$ cat src/hw/rtl/mqtt_control_packet_parser_core_defines.svh
// Assertion helpers for the MQTT parser.
`ifndef MQTT_CONTROL_PACKET_PARSER_CORE_DEFINES_SVH
`define MQTT_CONTROL_PACKET_PARSER_CORE_DEFINES_SVH

// same-cycle implication
`define MCPP_ASSERT_IMPL(label, clk, rst_n, ante, cons) \
	label: assert property (@(posedge clk) disable iff (!rst_n) (ante) |-> (cons)) \
		else $error("mcpp assertion failed");

// next-cycle implication
`define MCPP_ASSERT_NEXT(label, clk, rst_n, ante, cons) \
	label: assert property (@(posedge clk) disable iff (!rst_n) (ante) |=> (cons)) \
		else $error("mcpp assertion failed");

`endif

$ cat src/hw/rtl/mcpp_pkg.sv
package mcpp_pkg;

	localparam logic [3:0] K_REMLEN    = 4'd0;
	localparam logic [3:0] K_STRLEN    = 4'd1;
	localparam logic [3:0] K_STRBYTE   = 4'd2;
	localparam logic [3:0] K_LEVEL     = 4'd3;
	localparam logic [3:0] K_CFLAGS    = 4'd4;
	localparam logic [3:0] K_KEEPALIVE = 4'd5;
	localparam logic [3:0] K_ID        = 4'd6;
	localparam logic [3:0] K_QOS       = 4'd7;
	localparam logic [3:0] K_PAYLOAD   = 4'd8;
	localparam logic [3:0] K_ERROR     = 4'd9;

	localparam logic [2:0] E_NONE     = 3'd0;
	localparam logic [2:0] E_OVERRUN  = 3'd1;
	localparam logic [2:0] E_FLAGS    = 3'd2;
	localparam logic [2:0] E_NOT_MQTT = 3'd3;
	localparam logic [2:0] E_LEVEL    = 3'd4;
	localparam logic [2:0] E_CLIENTID = 3'd5;
	localparam logic [2:0] E_RESERVED = 3'd6;
	localparam logic [2:0] E_UNKNOWN  = 3'd7;

	localparam logic [2:0] R_PROTONAME = 3'd0;
	localparam logic [2:0] R_CLIENTID  = 3'd1;
	localparam logic [2:0] R_WILLTOPIC = 3'd2;
	localparam logic [2:0] R_WILLMSG   = 3'd3;
	localparam logic [2:0] R_USER      = 3'd4;
	localparam logic [2:0] R_PASSWORD  = 3'd5;
	localparam logic [2:0] R_TOPIC     = 3'd6;
	localparam logic [2:0] R_FILTER    = 3'd7;

	localparam logic [3:0] T_CONNECT     = 4'd1;
	localparam logic [3:0] T_PUBLISH     = 4'd3;
	localparam logic [3:0] T_PUBACK      = 4'd4;
	localparam logic [3:0] T_PUBREC      = 4'd5;
	localparam logic [3:0] T_PUBREL      = 4'd6;
	localparam logic [3:0] T_PUBCOMP     = 4'd7;
	localparam logic [3:0] T_SUBSCRIBE   = 4'd8;
	localparam logic [3:0] T_UNSUBSCRIBE = 4'd10;
	localparam logic [3:0] T_PINGREQ     = 4'd12;
	localparam logic [3:0] T_DISCONNECT  = 4'd14;

	localparam logic [1:0] CFG_LEVEL    = 2'd0;
	localparam logic [1:0] CFG_CID_LIM  = 2'd1;

	localparam logic [7:0] LEVEL_RESET  = 8'h04;
	localparam logic [15:0] CID_RESET   = 16'd63;

	typedef struct packed {
		logic [3:0]  packet_type;
		logic [3:0]  header_flags;
		logic [3:0]  field_kind;
		logic [2:0]  string_role;
		logic [27:0] field_value;
		logic [2:0]  fault_code;
		logic        end_of_packet;
	} result_t;

	function automatic logic [7:0] name_char(input logic [1:0] pos);
		case (pos)
			2'd0: name_char = 8'h4D;
			2'd1: name_char = 8'h51;
			2'd2: name_char = 8'h54;
			default: name_char = 8'h54;
		endcase
	endfunction

endpackage

$ cat src/hw/rtl/mqtt_control_packet_parser_core.sv
// MQTT 3.1.1 control packet parser.
// Input channel: one stream byte per beat on data_byte (in_valid/in_ready).
// Output channel: one decoded field per beat (out_valid/out_ready): packet type,
//   header flags, field kind, string role, value, fault code, end-of-packet.
// Config channel: cfg_valid/cfg_ready with cfg_index (0 protocol level,
//   1 client id limit) and cfg_data; always ready, write only while idle.
// Output path: a byte that yields a field is written into the result queue and
//   reaches the output from its head. Header, continued length bytes, high bytes
//   of 16-bit fields and skipped bytes yield nothing.
// Throughput: one byte per cycle while the queue is not full; the byte parser
//   decodes each byte combinationally and hands results through a two-entry queue to the output.
// Stall: when the receiver holds out_ready low the queue fills, and in_ready
//   drops only once both entries are taken.
// Reset (arst_n low): parser awaits a header byte, queue empties, protocol
//   level returns to 4 and client id limit to 63.
// On a protocol error one error beat with end_of_packet is given and the rest
//   of the packet is skipped; an over-long length field returns to the header.
`include "mqtt_control_packet_parser_core_defines.svh"

module mqtt_control_packet_parser_core #(
	parameter int MAX_LENGTH_BYTES = 4
) (
	input  logic        clk,
	input  logic        arst_n,
	input  logic        in_valid,
	output logic        in_ready,
	input  logic [7:0]  data_byte,
	output logic        out_valid,
	input  logic        out_ready,
	output logic [3:0]  packet_type,
	output logic [3:0]  header_flags,
	output logic [3:0]  field_kind,
	output logic [2:0]  string_role,
	output logic [27:0] field_value,
	output logic [2:0]  fault_code,
	output logic        end_of_packet,
	input  logic        cfg_valid,
	output logic        cfg_ready,
	input  logic [1:0]  cfg_index,
	input  logic [15:0] cfg_data
);

	logic [7:0]  level_q;
	logic [15:0] cid_limit_q;
	logic        take, res_valid, full, pop;
	logic        err_beat, data_beat, lvl_wr;
	mcpp_pkg::result_t res, head;

	assign cfg_ready = 1'b1;
	assign in_ready = !full;
	assign take = in_valid && in_ready;
	assign pop = out_valid && out_ready;

	// config registers
	always_ff @(posedge clk or negedge arst_n) begin
		if (!arst_n) begin
			level_q <= mcpp_pkg::LEVEL_RESET;
			cid_limit_q <= mcpp_pkg::CID_RESET;
		end else if (cfg_valid) begin
			if (cfg_index == mcpp_pkg::CFG_LEVEL) level_q <= cfg_data[7:0];
			else if (cfg_index == mcpp_pkg::CFG_CID_LIM) cid_limit_q <= cfg_data;
		end
	end

	// front: byte classifier and packet walker
	mcpp_front #(.MAX_LENGTH_BYTES(MAX_LENGTH_BYTES)) u_front (
		.clk(clk), .arst_n(arst_n), .take(take), .data_byte(data_byte),
		.level(level_q), .cid_limit(cid_limit_q),
		.res_valid(res_valid), .res(res)
	);

	// back: result queue feeding the output port
	mcpp_queue u_queue (
		.clk(clk), .arst_n(arst_n), .push(res_valid), .push_data(res),
		.pop(pop), .full(full), .not_empty(out_valid), .head(head)
	);

	assign packet_type = head.packet_type;
	assign header_flags = head.header_flags;
	assign field_kind = head.field_kind;
	assign string_role = head.string_role;
	assign field_value = head.field_value;
	assign fault_code = head.fault_code;
	assign end_of_packet = head.end_of_packet;

	assign err_beat = out_valid && field_kind == mcpp_pkg::K_ERROR;
	assign data_beat = out_valid && field_kind != mcpp_pkg::K_ERROR;
	assign lvl_wr = cfg_valid && cfg_index == mcpp_pkg::CFG_LEVEL;

	`MCPP_ASSERT_IMPL(a_err_eop, clk, arst_n, err_beat, end_of_packet && field_value == '0)
	`MCPP_ASSERT_IMPL(a_code_kind, clk, arst_n, data_beat, fault_code == mcpp_pkg::E_NONE)
	`MCPP_ASSERT_IMPL(a_no_push_full, clk, arst_n, res_valid, !full)
	`MCPP_ASSERT_NEXT(a_cfg_level, clk, arst_n, lvl_wr, level_q == $past(cfg_data[7:0]))

endmodule

$ cat src/hw/rtl/mcpp_front.sv
module mcpp_front #(
	parameter int MAX_LENGTH_BYTES = 4
) (
	input  logic                clk,
	input  logic                arst_n,
	input  logic                take,
	input  logic [7:0]          data_byte,
	input  logic [7:0]          level,
	input  logic [15:0]         cid_limit,
	output logic                res_valid,
	output mcpp_pkg::result_t   res
);

	typedef enum logic [3:0] {
		PH_HDR, PH_LEN, PH_SKIP, PH_SLEN_HI, PH_SLEN_LO, PH_SBYTE, PH_LEVEL,
		PH_CFLAGS, PH_KA_HI, PH_KA_LO, PH_ID_HI, PH_ID_LO, PH_QOS, PH_PAYLOAD,
		PH_DONE, PH_FILT_NEXT
	} ph_t;

	typedef struct packed {
		ph_t        ph;
		logic [2:0] role;
	} step_t;

	ph_t         ph_q, ph_d;
	logic [27:0] bl_q, bl_d;
	logic [1:0]  lbi_q, lbi_d;
	logic [15:0] sl_q, sl_d;
	logic [2:0]  role_q, role_d;
	logic [3:0]  type_q, type_d;
	logic [3:0]  flags_q, flags_d;
	logic [7:0]  cf_q, cf_d;
	logic [7:0]  hold_q, hold_d;
	logic [2:0]  nmp_q, nmp_d;

	function automatic step_t after_will(input logic [7:0] cf, input logic [2:0] role);
		if (cf[7]) after_will = '{PH_SLEN_HI, mcpp_pkg::R_USER};
		else if (cf[6]) after_will = '{PH_SLEN_HI, mcpp_pkg::R_PASSWORD};
		else after_will = '{PH_DONE, role};
	endfunction

	function automatic step_t after_string(input logic [2:0] role, input logic [7:0] cf,
			input logic [3:0] flags, input logic [3:0] typ);
		case (role)
			mcpp_pkg::R_PROTONAME: after_string = '{PH_LEVEL, role};
			mcpp_pkg::R_CLIENTID:
				after_string = cf[2] ? '{PH_SLEN_HI, mcpp_pkg::R_WILLTOPIC}
					: after_will(cf, role);
			mcpp_pkg::R_WILLTOPIC: after_string = '{PH_SLEN_HI, mcpp_pkg::R_WILLMSG};
			mcpp_pkg::R_WILLMSG: after_string = after_will(cf, role);
			mcpp_pkg::R_USER:
				after_string = cf[6] ? '{PH_SLEN_HI, mcpp_pkg::R_PASSWORD}
					: '{PH_DONE, role};
			mcpp_pkg::R_PASSWORD: after_string = '{PH_DONE, role};
			mcpp_pkg::R_TOPIC:
				after_string = (flags[2:1] != 2'b00) ? '{PH_ID_HI, role}
					: '{PH_PAYLOAD, role};
			default:
				after_string = (typ == mcpp_pkg::T_SUBSCRIBE) ? '{PH_QOS, role}
					: '{PH_FILT_NEXT, role};
		endcase
	endfunction

	logic        fin, has, over;
	logic [3:0]  kind;
	logic [27:0] value, left, acc, grp;
	logic [2:0]  err;
	ph_t         nxt;
	logic [15:0] len;
	logic [15:0] sl_dec;
	logic        terminal;
	logic        emit_err;
	logic [3:0]  out_kind;
	logic [27:0] out_value;
	logic        out_eop;
	step_t       st;

	always_comb begin
		ph_d = ph_q; bl_d = bl_q; lbi_d = lbi_q; sl_d = sl_q; role_d = role_q;
		type_d = type_q; flags_d = flags_q; cf_d = cf_q; hold_d = hold_q; nmp_d = nmp_q;
		fin = 1'b0; has = 1'b0; kind = mcpp_pkg::K_REMLEN; value = '0;
		err = mcpp_pkg::E_NONE; nxt = ph_q; st = '{ph_q, role_q};
		left = (bl_q == '0) ? '0 : bl_q - 28'd1;
		len = {hold_q, data_byte};
		sl_dec = (sl_q == '0) ? '0 : sl_q - 16'd1;
		emit_err = 1'b0; out_kind = mcpp_pkg::K_REMLEN; out_value = '0; out_eop = 1'b0;
		res_valid = 1'b0; terminal = 1'b0;
		over = ({1'b0, lbi_q} + 3'd1) >= 3'(MAX_LENGTH_BYTES);
		case (lbi_q)
			2'd0: grp = {21'd0, data_byte[6:0]};
			2'd1: grp = {14'd0, data_byte[6:0], 7'd0};
			2'd2: grp = {7'd0, data_byte[6:0], 14'd0};
			default: grp = {data_byte[6:0], 21'd0};
		endcase
		acc = bl_q | grp;
		if (take) begin
			case (ph_q)
				PH_HDR: begin
					type_d = data_byte[7:4];
					flags_d = data_byte[3:0];
					bl_d = '0;
					lbi_d = '0;
					ph_d = PH_LEN;
				end
				PH_LEN: begin
					bl_d = acc;
					if (!data_byte[7]) begin
						nmp_d = '0;
						sl_d = '0;
						fin = 1'b1; has = 1'b1; value = acc; left = acc;
						nxt = PH_DONE;
						case (type_q)
							mcpp_pkg::T_CONNECT: begin
								nxt = PH_SLEN_HI; role_d = mcpp_pkg::R_PROTONAME;
							end
							mcpp_pkg::T_PUBLISH: begin
								nxt = PH_SLEN_HI; role_d = mcpp_pkg::R_TOPIC;
							end
							mcpp_pkg::T_PUBACK, mcpp_pkg::T_PUBREC, mcpp_pkg::T_PUBREL,
							mcpp_pkg::T_PUBCOMP, mcpp_pkg::T_SUBSCRIBE,
							mcpp_pkg::T_UNSUBSCRIBE: nxt = PH_ID_HI;
							mcpp_pkg::T_PINGREQ, mcpp_pkg::T_DISCONNECT: nxt = PH_DONE;
							default: err = mcpp_pkg::E_UNKNOWN;
						endcase
						if (err == mcpp_pkg::E_NONE) begin
							if (type_q == mcpp_pkg::T_PUBLISH) begin
								if (flags_q[2:1] == 2'b11) err = mcpp_pkg::E_FLAGS;
							end else if (type_q == mcpp_pkg::T_PUBREL
									|| type_q == mcpp_pkg::T_SUBSCRIBE
									|| type_q == mcpp_pkg::T_UNSUBSCRIBE) begin
								if (flags_q != 4'b0010) err = mcpp_pkg::E_FLAGS;
							end else if (flags_q != 4'b0000) begin
								err = mcpp_pkg::E_FLAGS;
							end
						end
					end else if (over) begin
						bl_d = '0; lbi_d = '0; ph_d = PH_HDR;
						emit_err = 1'b1; err = mcpp_pkg::E_OVERRUN;
					end else begin
						lbi_d = lbi_q + 2'd1;
					end
				end
				PH_SKIP: begin
					bl_d = left;
					if (left == '0) ph_d = PH_HDR;
				end
				default: begin
					fin = 1'b1;
					case (ph_q)
						PH_FILT_NEXT: begin
							role_d = mcpp_pkg::R_FILTER; hold_d = data_byte; nxt = PH_SLEN_LO;
						end
						PH_SLEN_HI: begin hold_d = data_byte; nxt = PH_SLEN_LO; end
						PH_KA_HI: begin hold_d = data_byte; nxt = PH_KA_LO; end
						PH_ID_HI: begin hold_d = data_byte; nxt = PH_ID_LO; end
						PH_SLEN_LO: begin
							has = 1'b1; kind = mcpp_pkg::K_STRLEN; value = {12'd0, len};
							if (role_q == mcpp_pkg::R_PROTONAME && len != 16'd4)
								err = mcpp_pkg::E_NOT_MQTT;
							else if (role_q == mcpp_pkg::R_CLIENTID && (len > cid_limit
									|| (len == '0 && !cf_q[1])))
								err = mcpp_pkg::E_CLIENTID;
							else if ({12'd0, len} > left) err = mcpp_pkg::E_OVERRUN;
							else begin
								sl_d = len; nmp_d = '0;
								if (len != '0) nxt = PH_SBYTE;
								else begin
									st = after_string(role_q, cf_q, flags_q, type_q);
									nxt = st.ph; role_d = st.role;
								end
							end
						end
						PH_SBYTE: begin
							has = 1'b1; kind = mcpp_pkg::K_STRBYTE; value = {20'd0, data_byte};
							if (role_q == mcpp_pkg::R_PROTONAME && (nmp_q > 3'd3
									|| data_byte != mcpp_pkg::name_char(nmp_q[1:0])))
								err = mcpp_pkg::E_NOT_MQTT;
							nmp_d = nmp_q + 3'd1;
							sl_d = sl_dec;
							if (sl_dec == '0) begin
								st = after_string(role_q, cf_q, flags_q, type_q);
								nxt = st.ph; role_d = st.role;
							end
						end
						PH_LEVEL: begin
							has = 1'b1; kind = mcpp_pkg::K_LEVEL; value = {20'd0, data_byte};
							if (data_byte != level) err = mcpp_pkg::E_LEVEL;
							else nxt = PH_CFLAGS;
						end
						PH_CFLAGS: begin
							has = 1'b1; kind = mcpp_pkg::K_CFLAGS; value = {20'd0, data_byte};
							if (data_byte[0]) err = mcpp_pkg::E_RESERVED;
							else begin cf_d = data_byte; nxt = PH_KA_HI; end
						end
						PH_KA_LO: begin
							has = 1'b1; kind = mcpp_pkg::K_KEEPALIVE; value = {12'd0, len};
							nxt = PH_SLEN_HI; role_d = mcpp_pkg::R_CLIENTID;
						end
						PH_ID_LO: begin
							has = 1'b1; kind = mcpp_pkg::K_ID; value = {12'd0, len};
							if (type_q == mcpp_pkg::T_PUBLISH) nxt = PH_PAYLOAD;
							else if (type_q == mcpp_pkg::T_SUBSCRIBE
									|| type_q == mcpp_pkg::T_UNSUBSCRIBE) begin
								nxt = PH_SLEN_HI; role_d = mcpp_pkg::R_FILTER;
							end else nxt = PH_DONE;
						end
						PH_QOS: begin
							has = 1'b1; kind = mcpp_pkg::K_QOS; value = {20'd0, data_byte};
							if (data_byte > 8'd2) err = mcpp_pkg::E_RESERVED;
							else nxt = PH_FILT_NEXT;
						end
						PH_PAYLOAD: begin
							has = 1'b1; kind = mcpp_pkg::K_PAYLOAD; value = {20'd0, data_byte};
						end
						default: err = mcpp_pkg::E_OVERRUN;
					endcase
				end
			endcase

			if (fin) begin
				bl_d = left;
				terminal = (nxt == PH_PAYLOAD || nxt == PH_DONE || nxt == PH_FILT_NEXT);
				if (err == mcpp_pkg::E_NONE) begin
					if (left == '0 && !terminal) err = mcpp_pkg::E_OVERRUN;
					else if (left != '0 && nxt == PH_DONE) err = mcpp_pkg::E_OVERRUN;
				end
				if (err != mcpp_pkg::E_NONE) begin
					ph_d = (left == '0) ? PH_HDR : PH_SKIP;
					emit_err = 1'b1;
				end else begin
					ph_d = (left == '0) ? PH_HDR : nxt;
					res_valid = has;
					out_kind = kind; out_value = value; out_eop = (left == '0);
				end
			end
			if (emit_err) begin
				res_valid = 1'b1;
				out_kind = mcpp_pkg::K_ERROR; out_value = '0; out_eop = 1'b1;
			end
		end
		res.packet_type = type_d;
		res.header_flags = flags_d;
		res.field_kind = out_kind;
		res.string_role = (out_kind == mcpp_pkg::K_STRLEN || out_kind == mcpp_pkg::K_STRBYTE)
			? role_d : 3'd0;
		res.field_value = out_value;
		res.fault_code = emit_err ? err : mcpp_pkg::E_NONE;
		res.end_of_packet = out_eop;
	end

	always_ff @(posedge clk or negedge arst_n) begin
		if (!arst_n) begin
			ph_q <= PH_HDR; bl_q <= '0; lbi_q <= '0; sl_q <= '0; role_q <= '0;
			type_q <= '0; flags_q <= '0; cf_q <= '0; hold_q <= '0; nmp_q <= '0;
		end else begin
			ph_q <= ph_d; bl_q <= bl_d; lbi_q <= lbi_d; sl_q <= sl_d; role_q <= role_d;
			type_q <= type_d; flags_q <= flags_d; cf_q <= cf_d; hold_q <= hold_d;
			nmp_q <= nmp_d;
		end
	end

endmodule

$ cat src/hw/rtl/mcpp_queue.sv
module mcpp_queue (
	input  logic              clk,
	input  logic              arst_n,
	input  logic              push,
	input  mcpp_pkg::result_t push_data,
	input  logic              pop,
	output logic              full,
	output logic              not_empty,
	output mcpp_pkg::result_t head
);

	mcpp_pkg::result_t mem_q [2];
	logic       wr_ptr_q, rd_ptr_q;
	logic [1:0] count_q;

	assign full = count_q == 2'd2;
	assign not_empty = count_q != 2'd0;
	assign head = mem_q[rd_ptr_q];

	always_ff @(posedge clk) begin
		if (push) mem_q[wr_ptr_q] <= push_data;
	end

	always_ff @(posedge clk or negedge arst_n) begin
		if (!arst_n) begin
			wr_ptr_q <= 1'b0; rd_ptr_q <= 1'b0; count_q <= '0;
		end else begin
			if (push) wr_ptr_q <= ~wr_ptr_q;
			if (pop) rd_ptr_q <= ~rd_ptr_q;
			count_q <= count_q + {1'b0, push} - {1'b0, pop};
		end
	end

endmodule
$ cat config.mk
export PLATFORM = sky130hd
export DESIGN_NAME = mqtt_control_packet_parser_core
export DESIGN_NICKNAME = d
export VERILOG_FILES = /design/src/hw/rtl/mcpp_pkg.sv /design/src/hw/rtl/mqtt_control_packet_parser_core.sv /design/src/hw/rtl/mcpp_front.sv /design/src/hw/rtl/mcpp_queue.sv
export VERILOG_INCLUDE_DIRS = /design/src /design/src/hw/rtl
export SDC_FILE = /design/constraint.sdc
export NUM_CORES = 1
export LEC_CHECK = 0
export ABC_AREA = 1
export BUFFER_PORTS_ARGS = -buffer_cell sky130_fd_sc_hd__buf_2
export CORE_MARGIN = 3
export CORE_UTILIZATION = 56
export CTS_BUF_LIST = sky130_fd_sc_hd__clkbuf_16
export CTS_CLUSTER_DIAMETER = 200
export DETAILED_ROUTE_END_ITERATION = 6
export GPL_ROUTABILITY_DRIVEN = 0
export HOLD_SLACK_MARGIN = 0.1
export PLACE_DENSITY = 0.77
export REMOVE_ABC_BUFFERS = 1
export SLEW_MARGIN = 5
export SYNTH_ARGS = -nofsm -noshare
export SYNTH_HDL_FRONTEND = slang
export SYNTH_SLANG_ARGS = --single-unit
$ cat constraint.sdc
create_clock -name clk -period 5.7 [get_ports clk]
set_input_delay 0.285 -clock clk [delete_from_list [all_inputs] [get_ports clk]]
set_output_delay 0.285 -clock clk [all_outputs]
set_load 0.05 [all_outputs]
* Word level (Yosys, flattened, before mapping)
Memories as Yosys holds them, arrays and structs flattened.
Index checks and enable logic that the tools add are counted.
** Storage, ports and cells
- Input port bits :: 31
- Bits in read-only memories :: 0
- RAM bits :: 94
- Memories :: 1
- Bits in latches :: 0
- Register bits after elaboration :: 107
** Memory list
- u_queue.mem_q :: depth 2, bits a word 47, read ports 1, clocked after memory_dff 0, write ports 1, line mcpp_queue.sv:12 : mcpp_pkg::result_t mem_q [2];
** Operators by class
- Add/subtract/negate cells :: 7
- Eq/ne operators :: 53
- Shifts and indexed selects :: 0
- Bitwise logic cells :: 7
- $mul :: 0
- Div/mod/pow operators :: 0
- Reduce and logical (&&, ||, !) cells :: 60
- $lt $le $gt $ge :: 5
- Multiplexer cells :: 140
** Operator list (number)
- 28-bit two-way mux :: 12
- 28-bit one-hot mux with 3 select lines :: 2
- 3-bit two-way mux :: 39
- 4-bit two-way mux :: 27
- 16-bit one-hot mux with 2 select lines :: 3
- 28-bit logical NOT :: 3
- 16-bit two-way mux :: 5
- 4-bit equality test (second input constant) :: 14
- 28-bit one-hot mux with 2 select lines :: 1
- 7-bit one-hot mux with 7 select lines :: 1
- 16-bit logical NOT :: 3
- 4-bit one-hot mux with 10 select lines :: 1
- 4-bit by 3-bit equality test with 1-bit output (second input constant) :: 8
- 4-bit one-hot mux with 8 select lines :: 1
- 3-bit one-hot mux with 2 select lines :: 5
- 16-bit by 28-bit greater-than comparator with 1-bit output :: 1
- 28-bit OR :: 1
- 28-bit nonzero test :: 1
- 28-bit by 1-bit subtractor with 28-bit output (second input constant) :: 1
- 8-bit two-way mux :: 3
- 1-bit two-way mux :: 22
- 7-bit two-way mux :: 3
- 3-bit one-hot mux with 6 select lines :: 1
- 4-bit by 2-bit equality test with 1-bit output (second input constant) :: 4
- other kinds (56) :: 110

* Logic depth before layout (Yosys ltp)
- Depth after elaboration :: 29
- Gate-level depth with buffers :: 31
- Depth with buffers taken out :: 30

* Hierarchy
From an unflattened synthesis, not the netlist that was laid out.
** Second synthesis, totals
- Cell total of the unflattened synthesis :: 1833
- Area, all modules :: 13495.4 um^2
** By module, submodules not included
- mcpp_front :: times used 1, cells an instance 1449, area each 8742.1 um^2, sequential area each 1901.8 um^2
- mcpp_queue :: times used 1, cells an instance 270, area each 3701.0 um^2, sequential area each 2922.8 um^2
- mqtt_control_packet_parser_core :: times used 1, cells an instance 114, area each 1052.3 um^2, sequential area each 609.3 um^2

* Worst setup path before layout
Ideal clock, no wire load.
- Path type :: flip-flop to flip-flop
- From :: register u_front.bl_q[0]
- To :: memory u_queue.mem_q[0][0] (netlist bit), enable pin
- Arrival :: 5.303 ns
- Cell stages (with the launch flop) :: 25
- Data required time :: 5.248 ns
- Slack :: -0.055 ns
- Setup time :: 0.452 ns
- Buffers on the path :: 0
- Cell sequence :: dfrtp_1 inv_1 ha_1 nand2_2 nor2_4 nand2_4 o21ai_0 nand3_1 ha_1 nand2_1 inv_1 nand3_1 nor4b_1 a21oi_1 nand4_4 nand2_2 nand2_2 nand2_2 o21ai_4 nand2_1 nor2_2 nand4_4 a21oi_1 o21ai_2 nor2_1
** Between the ends
- Cells in the longest elaborated chain, start to end :: 26
** RTL lines
- from (decl) :: line mcpp_front.sv:26 : logic [27:0] bl_q, bl_d;
- from (signal assigned) :: line mcpp_front.sv:256 : ph_q <= ph_d; bl_q <= bl_d; lbi_q <= lbi_d; sl_q <= sl_d; role_q <= role_d;
- 28-bit by 1-bit subtractor with 28-bit output / 28-bit logical NOT (equally long branches) :: line mcpp_front.sv:83 : left = (bl_q == '0) ? '0 : bl_q - 28'd1;
- 28-bit two-way mux :: line mcpp_front.sv:83
- 16-bit by 28-bit greater-than comparator with 1-bit output :: line mcpp_front.sv:163 : else if ({12'd0, len} > left) err = mcpp_pkg::E_OVERRUN;
- 4-bit two-way mux :: line mcpp_front.sv:163
- 4-bit two-way mux :: line mcpp_front.sv:160 : else if (role_q == mcpp_pkg::R_CLIENTID && (len > cid_limit
- 4-bit two-way mux :: line mcpp_front.sv:158 : if (role_q == mcpp_pkg::R_PROTONAME && len != 16'd4)
- 4-bit one-hot mux with 10 select lines :: line mcpp_front.sv:149 : case (ph_q)
- 4-bit one-hot mux with 2 select lines :: line mcpp_front.sv:97 : case (ph_q)
- [... 10 more ...]
- 3-bit nonzero test * :: line mcpp_front.sv:227 : if (err != mcpp_pkg::E_NONE) begin
- 1-bit two-way mux :: line mcpp_front.sv:227
- 1-bit two-way mux :: line mcpp_front.sv:220 : if (fin) begin
- 1-bit two-way mux :: line mcpp_front.sv:96 : if (take) begin
- 1-bit two-way mux * :: line mcpp_front.sv:236 : if (emit_err) begin
- 1-bit two-way mux * :: line mcpp_front.sv:96
- 1-bit two-way mux * :: line mcpp_queue.sv:21 : if (push) mem_q[wr_ptr_q] <= push_data;
- 1-bit two-way mux (not written as such) * :: line mcpp_queue.sv:21
- to (decl) :: line mcpp_queue.sv:12
Mark *: on every way between the ends. The rest lies on a longest branch, timed or not. The select of a mux whose other input is x is not followed.

==> flow_summary.toml <==
[floorplanning]
io_pins = 81
dieArea_um2 = 25630
rows = 55
core-area_um2 = 22980
die_w_um = 160.1
dieHeight_um = 160.1
start_util_pct = 57.84

[finish]
area_growth_pct = 10.72
seq_area_um2 = 5434
fillers = 2023
drive_gt1_share_pct = 13.15
nets = 1911
stdcell_area_um2 = 14720
antennaDiodeCount = 0
multiInputGateArea_um2 = 6744

[cts]
cts_tree = "done"
insertion_delay_ns = 0.45
cts_buffer_depth = 2
numCtsBuffers = 17
cts-resized-gates = 0
clk_pin_slew_ns = 0.08
cts.sinks = 198
clock-root-buffer = "clkbuf_16"
htreeDepth = 4

[detailed_routing]
drt_iter0_markers = 1853
route.detailed.drc = 2
vias = 13129
avgRoutedWirePerCell_um = 18.66
drt-total-wl_um = 40330
vias_per_cell = 6.075
antenna_left = 0
first_pass_iters = 7

[sta]
rsz0062_at_grt = "false"
clock_skew_ns = 0.01707
layout_setup_ws_ns = 0.9504
fin_crit_ns = 4.750
final_hold_viol_count = 0
max_freq_mhz = 210.5
worst_pin_slew_ns = 1.181
period_share_pct = 83.33
setup_viol = 0
tns_ns = 0
slew_headroom_pct = 21.17
slew_violations = 0

[synthesis]
synthTopCellsByArea = "edfxtp_1, dfrtp_1, nand2_1"
yosysWarnings = 0
yosysUniqueCellTypes = 60
yosys_register_bits = 198
synthFlopType = "dfrtp_1"
synth_commonest_cells = "nand2_1, inv_1, nor2_1"
synth_edf_count = 94
ys_seq_area_share_pct = 40.87
ys_async_sr_fraction_pct = 52.53
syn_avg_cell_area_um2 = 7.507
synth_area_um2 = 13300
synth_top_area_share_pct = 21.23
syn_inst = 1771
netlist.top_cell.by_area = "edfxtp_1"
synth_most_common_cell = "nand2_1"

[worst_setup_path]
path_class = "reg2reg"
setup.worst_path.end_class = "register"
cp_max_fo = 19
start_kind = "register"
cp.required_ns = 5.94
critPathArrivalTime_ns = 4.99

[power]
swShare_pct = 56.00
cellPowerDensity_nw_per_um2 = 658.7
combPwrFrac_pct = 61.6
power_frac_seq_pct = 25.0
power_switching_mw = 5.430
vdd_drop_max_uv = 325.6
p_leak_nw = 6.645
p_clk_share_pct = 13.3
p_int_mw = 4.266

[placement]
place_area_um2 = 13970
io_buffers = 79
hpwl_um = 28610
dpl_worst_slack_ns = 1.104

[global_routing]
antenna_found_initial = 0
grt_util_all_layers_pct = 30.90
grt_overflow = 0
grt_pass1_wl_um = 63700
grt_max_degree = 57
grt_pass1_vias = 12139

[status]
violations = "design-rule violations"
status = "complete, but fails checks"

[min_path]
hold_path.class = "in2reg"

[flow_run]
maxCapViolCount = 0
through the flow:
step	hold WS (ns)	utilization [%]	std cells	power, mW
after floorplan	-0.01059	-	1703	6.560
after global placement	0.4105	60.77	2116	8.084
after detailed placement	0.4130	60.77	2116	8.207
after CTS	0.1003	64.04	2161	9.515
after global routing	0.1149	64.04	2161	10.32
final	0.09815	64.04	2161	9.697
cell type report:
type	count	share of cell area, %
Sequential cell	198	36.91
Tap cell	313	2.660
Inverter	218	5.559
Timing Repair Buffer	113	4.828
Multi-Input combinational cell	1287	45.81
Clock inverter	15	1.334
Clock buffer	17	2.890
final timing paths:
| check | to | startpoint | cells past startpoint | slack (ns) |
|---|---|---|---|---|
| max in group asynchronous | u_front.bl_q[20] | arst_n | 3 | 4.10 |
| min reg2reg | cid_limit_q[6] | cid_limit_q[6] | 2 | 0.49 |
| min in group asynchronous | level_q[3] | arst_n | 2 | 0.44 |
| max | u_queue.mem_q[1][27] | u_front.bl_q[0] | 23 | 0.95 |
| max reg2reg | u_queue.mem_q[1][27] | u_front.bl_q[0] | 23 | 0.95 |
| min | cid_limit_q[7] | cfg_data[7] | 3 | 0.1 |
power groups by stage:
stage / sequential [mW] / combinational [mW] / clock, mW
6_report: 2.43 / 5.98 / 1.29
5_1_grt: 2.47 / 6.49 / 1.36
4_1_cts: 2.41 / 5.82 / 1.29
3_5_place_dp: 2.43 / 5.78 / 0
3_3_place_gp: 2.42 / 5.67 / 0
2_1_floorplan: 2.36 / 4.20 / 0
routing by layer:
layer	routed length [um]	share of wire [%]	global-route usage (%)
met5	0	0	0
met3	4580	11	7.471
met2	17590	44	47.10
met4	2055	5.1	14.60
met1	16110	40	41.66
state kept, by name, summed over array words and instances, names as in the netlist:
register	flops
level_q	8
u_front.sl_q	16
u_front.lbi_q	2
u_queue.rd_ptr_q	1
u_queue.wr_ptr_q	1
u_queue.count_q	2
u_front.role_q	3
u_front.ph_q	4
u_front.flags_q	4
u_front.nmp_q	3
u_front.type_q	4
u_queue.mem_q	94
cid_limit_q	16
u_front.hold_q	8
u_front.cf_q	4
u_front.bl_q	28
cells by family after synthesis:
family | after synthesis | synth area share [%]
AO/OA/AOI/OAI | 329 | 14.83
XOR/XNOR | 18 | 1.186
adder cells (fa/ha/maj) | 45 | 4.235
buffers and inverters | 286 | 8.554
flip-flops | 198 | 40.87
other | 1 | 0.02821
AND/OR/NAND/NOR | 894 | 30.29
cells in the final DEF (no fill, tap or decap), types with 4 or more instances in the layout:
cell           Yosys  final
nand3b_1           5      5
inv_12             0      4
clkbuf_16          0     17
or2_2              7      7
nor2_1           201    197
o211ai_1          18     18
nor3_1            27     27
nand3_1           99     99
o22ai_1           18     18
nor4_1            10     10
a31oi_1           10     10
dlygate4sd3_1      0     13
nand2_1          437    437
ha_1              45     45
xor2_1            10     10
inv_8              0      4
dfrtp_1           97     97
o21bai_1          11     11
buf_2             14     78
nor2_4            10     12
a32oi_1            6      6
nand2_2           20     20
nor2_2            26     28
buf_4              6     20
o2111ai_1         16     16
inv_2             15     15
dfstp_2            7      7
nand4_1           31     31
xnor2_1            8      8
nand3_2            5      5
inv_1            203    203
edfxtp_1          94     94
a22oi_1           18     18
o21ai_1           12     12
a21oi_1           68     68
o31ai_1            4      4
o21ai_0          129    129
repair_timing:
| action | in CTS | in global routing |
|---|---|---|
| endpoints found under the hold margin | 64 | 0 |
| hold buffers | 13 | 0 |
| buffers inserted | 0 | 0 |
worst max-delay path: stages (launching register included):
cell and delay (ns):
dfrtp_1 0.38, inv_1 0.17, ha_1 0.26, nand2_1 0.07, nor2_1 0.19, nand4_4 0.39
o21ai_1 0.33, ha_1 0.19, nand4_1 0.11, nor2_1 0.13, nor4b_1 0.30, a21oi_1 0.13
nand4_4 0.14, nand2_2 0.06, nand2_2 0.09, nand2_2 0.06, o21ai_4 0.18, nand2_1 0.09
nor2_2 0.15, nand4_4 0.18, buf_4 0.24, inv_2 0.11, nand2_1 0.25, nor3_1 0.33
Note: power is estimated with default switching activity, not from simulation.
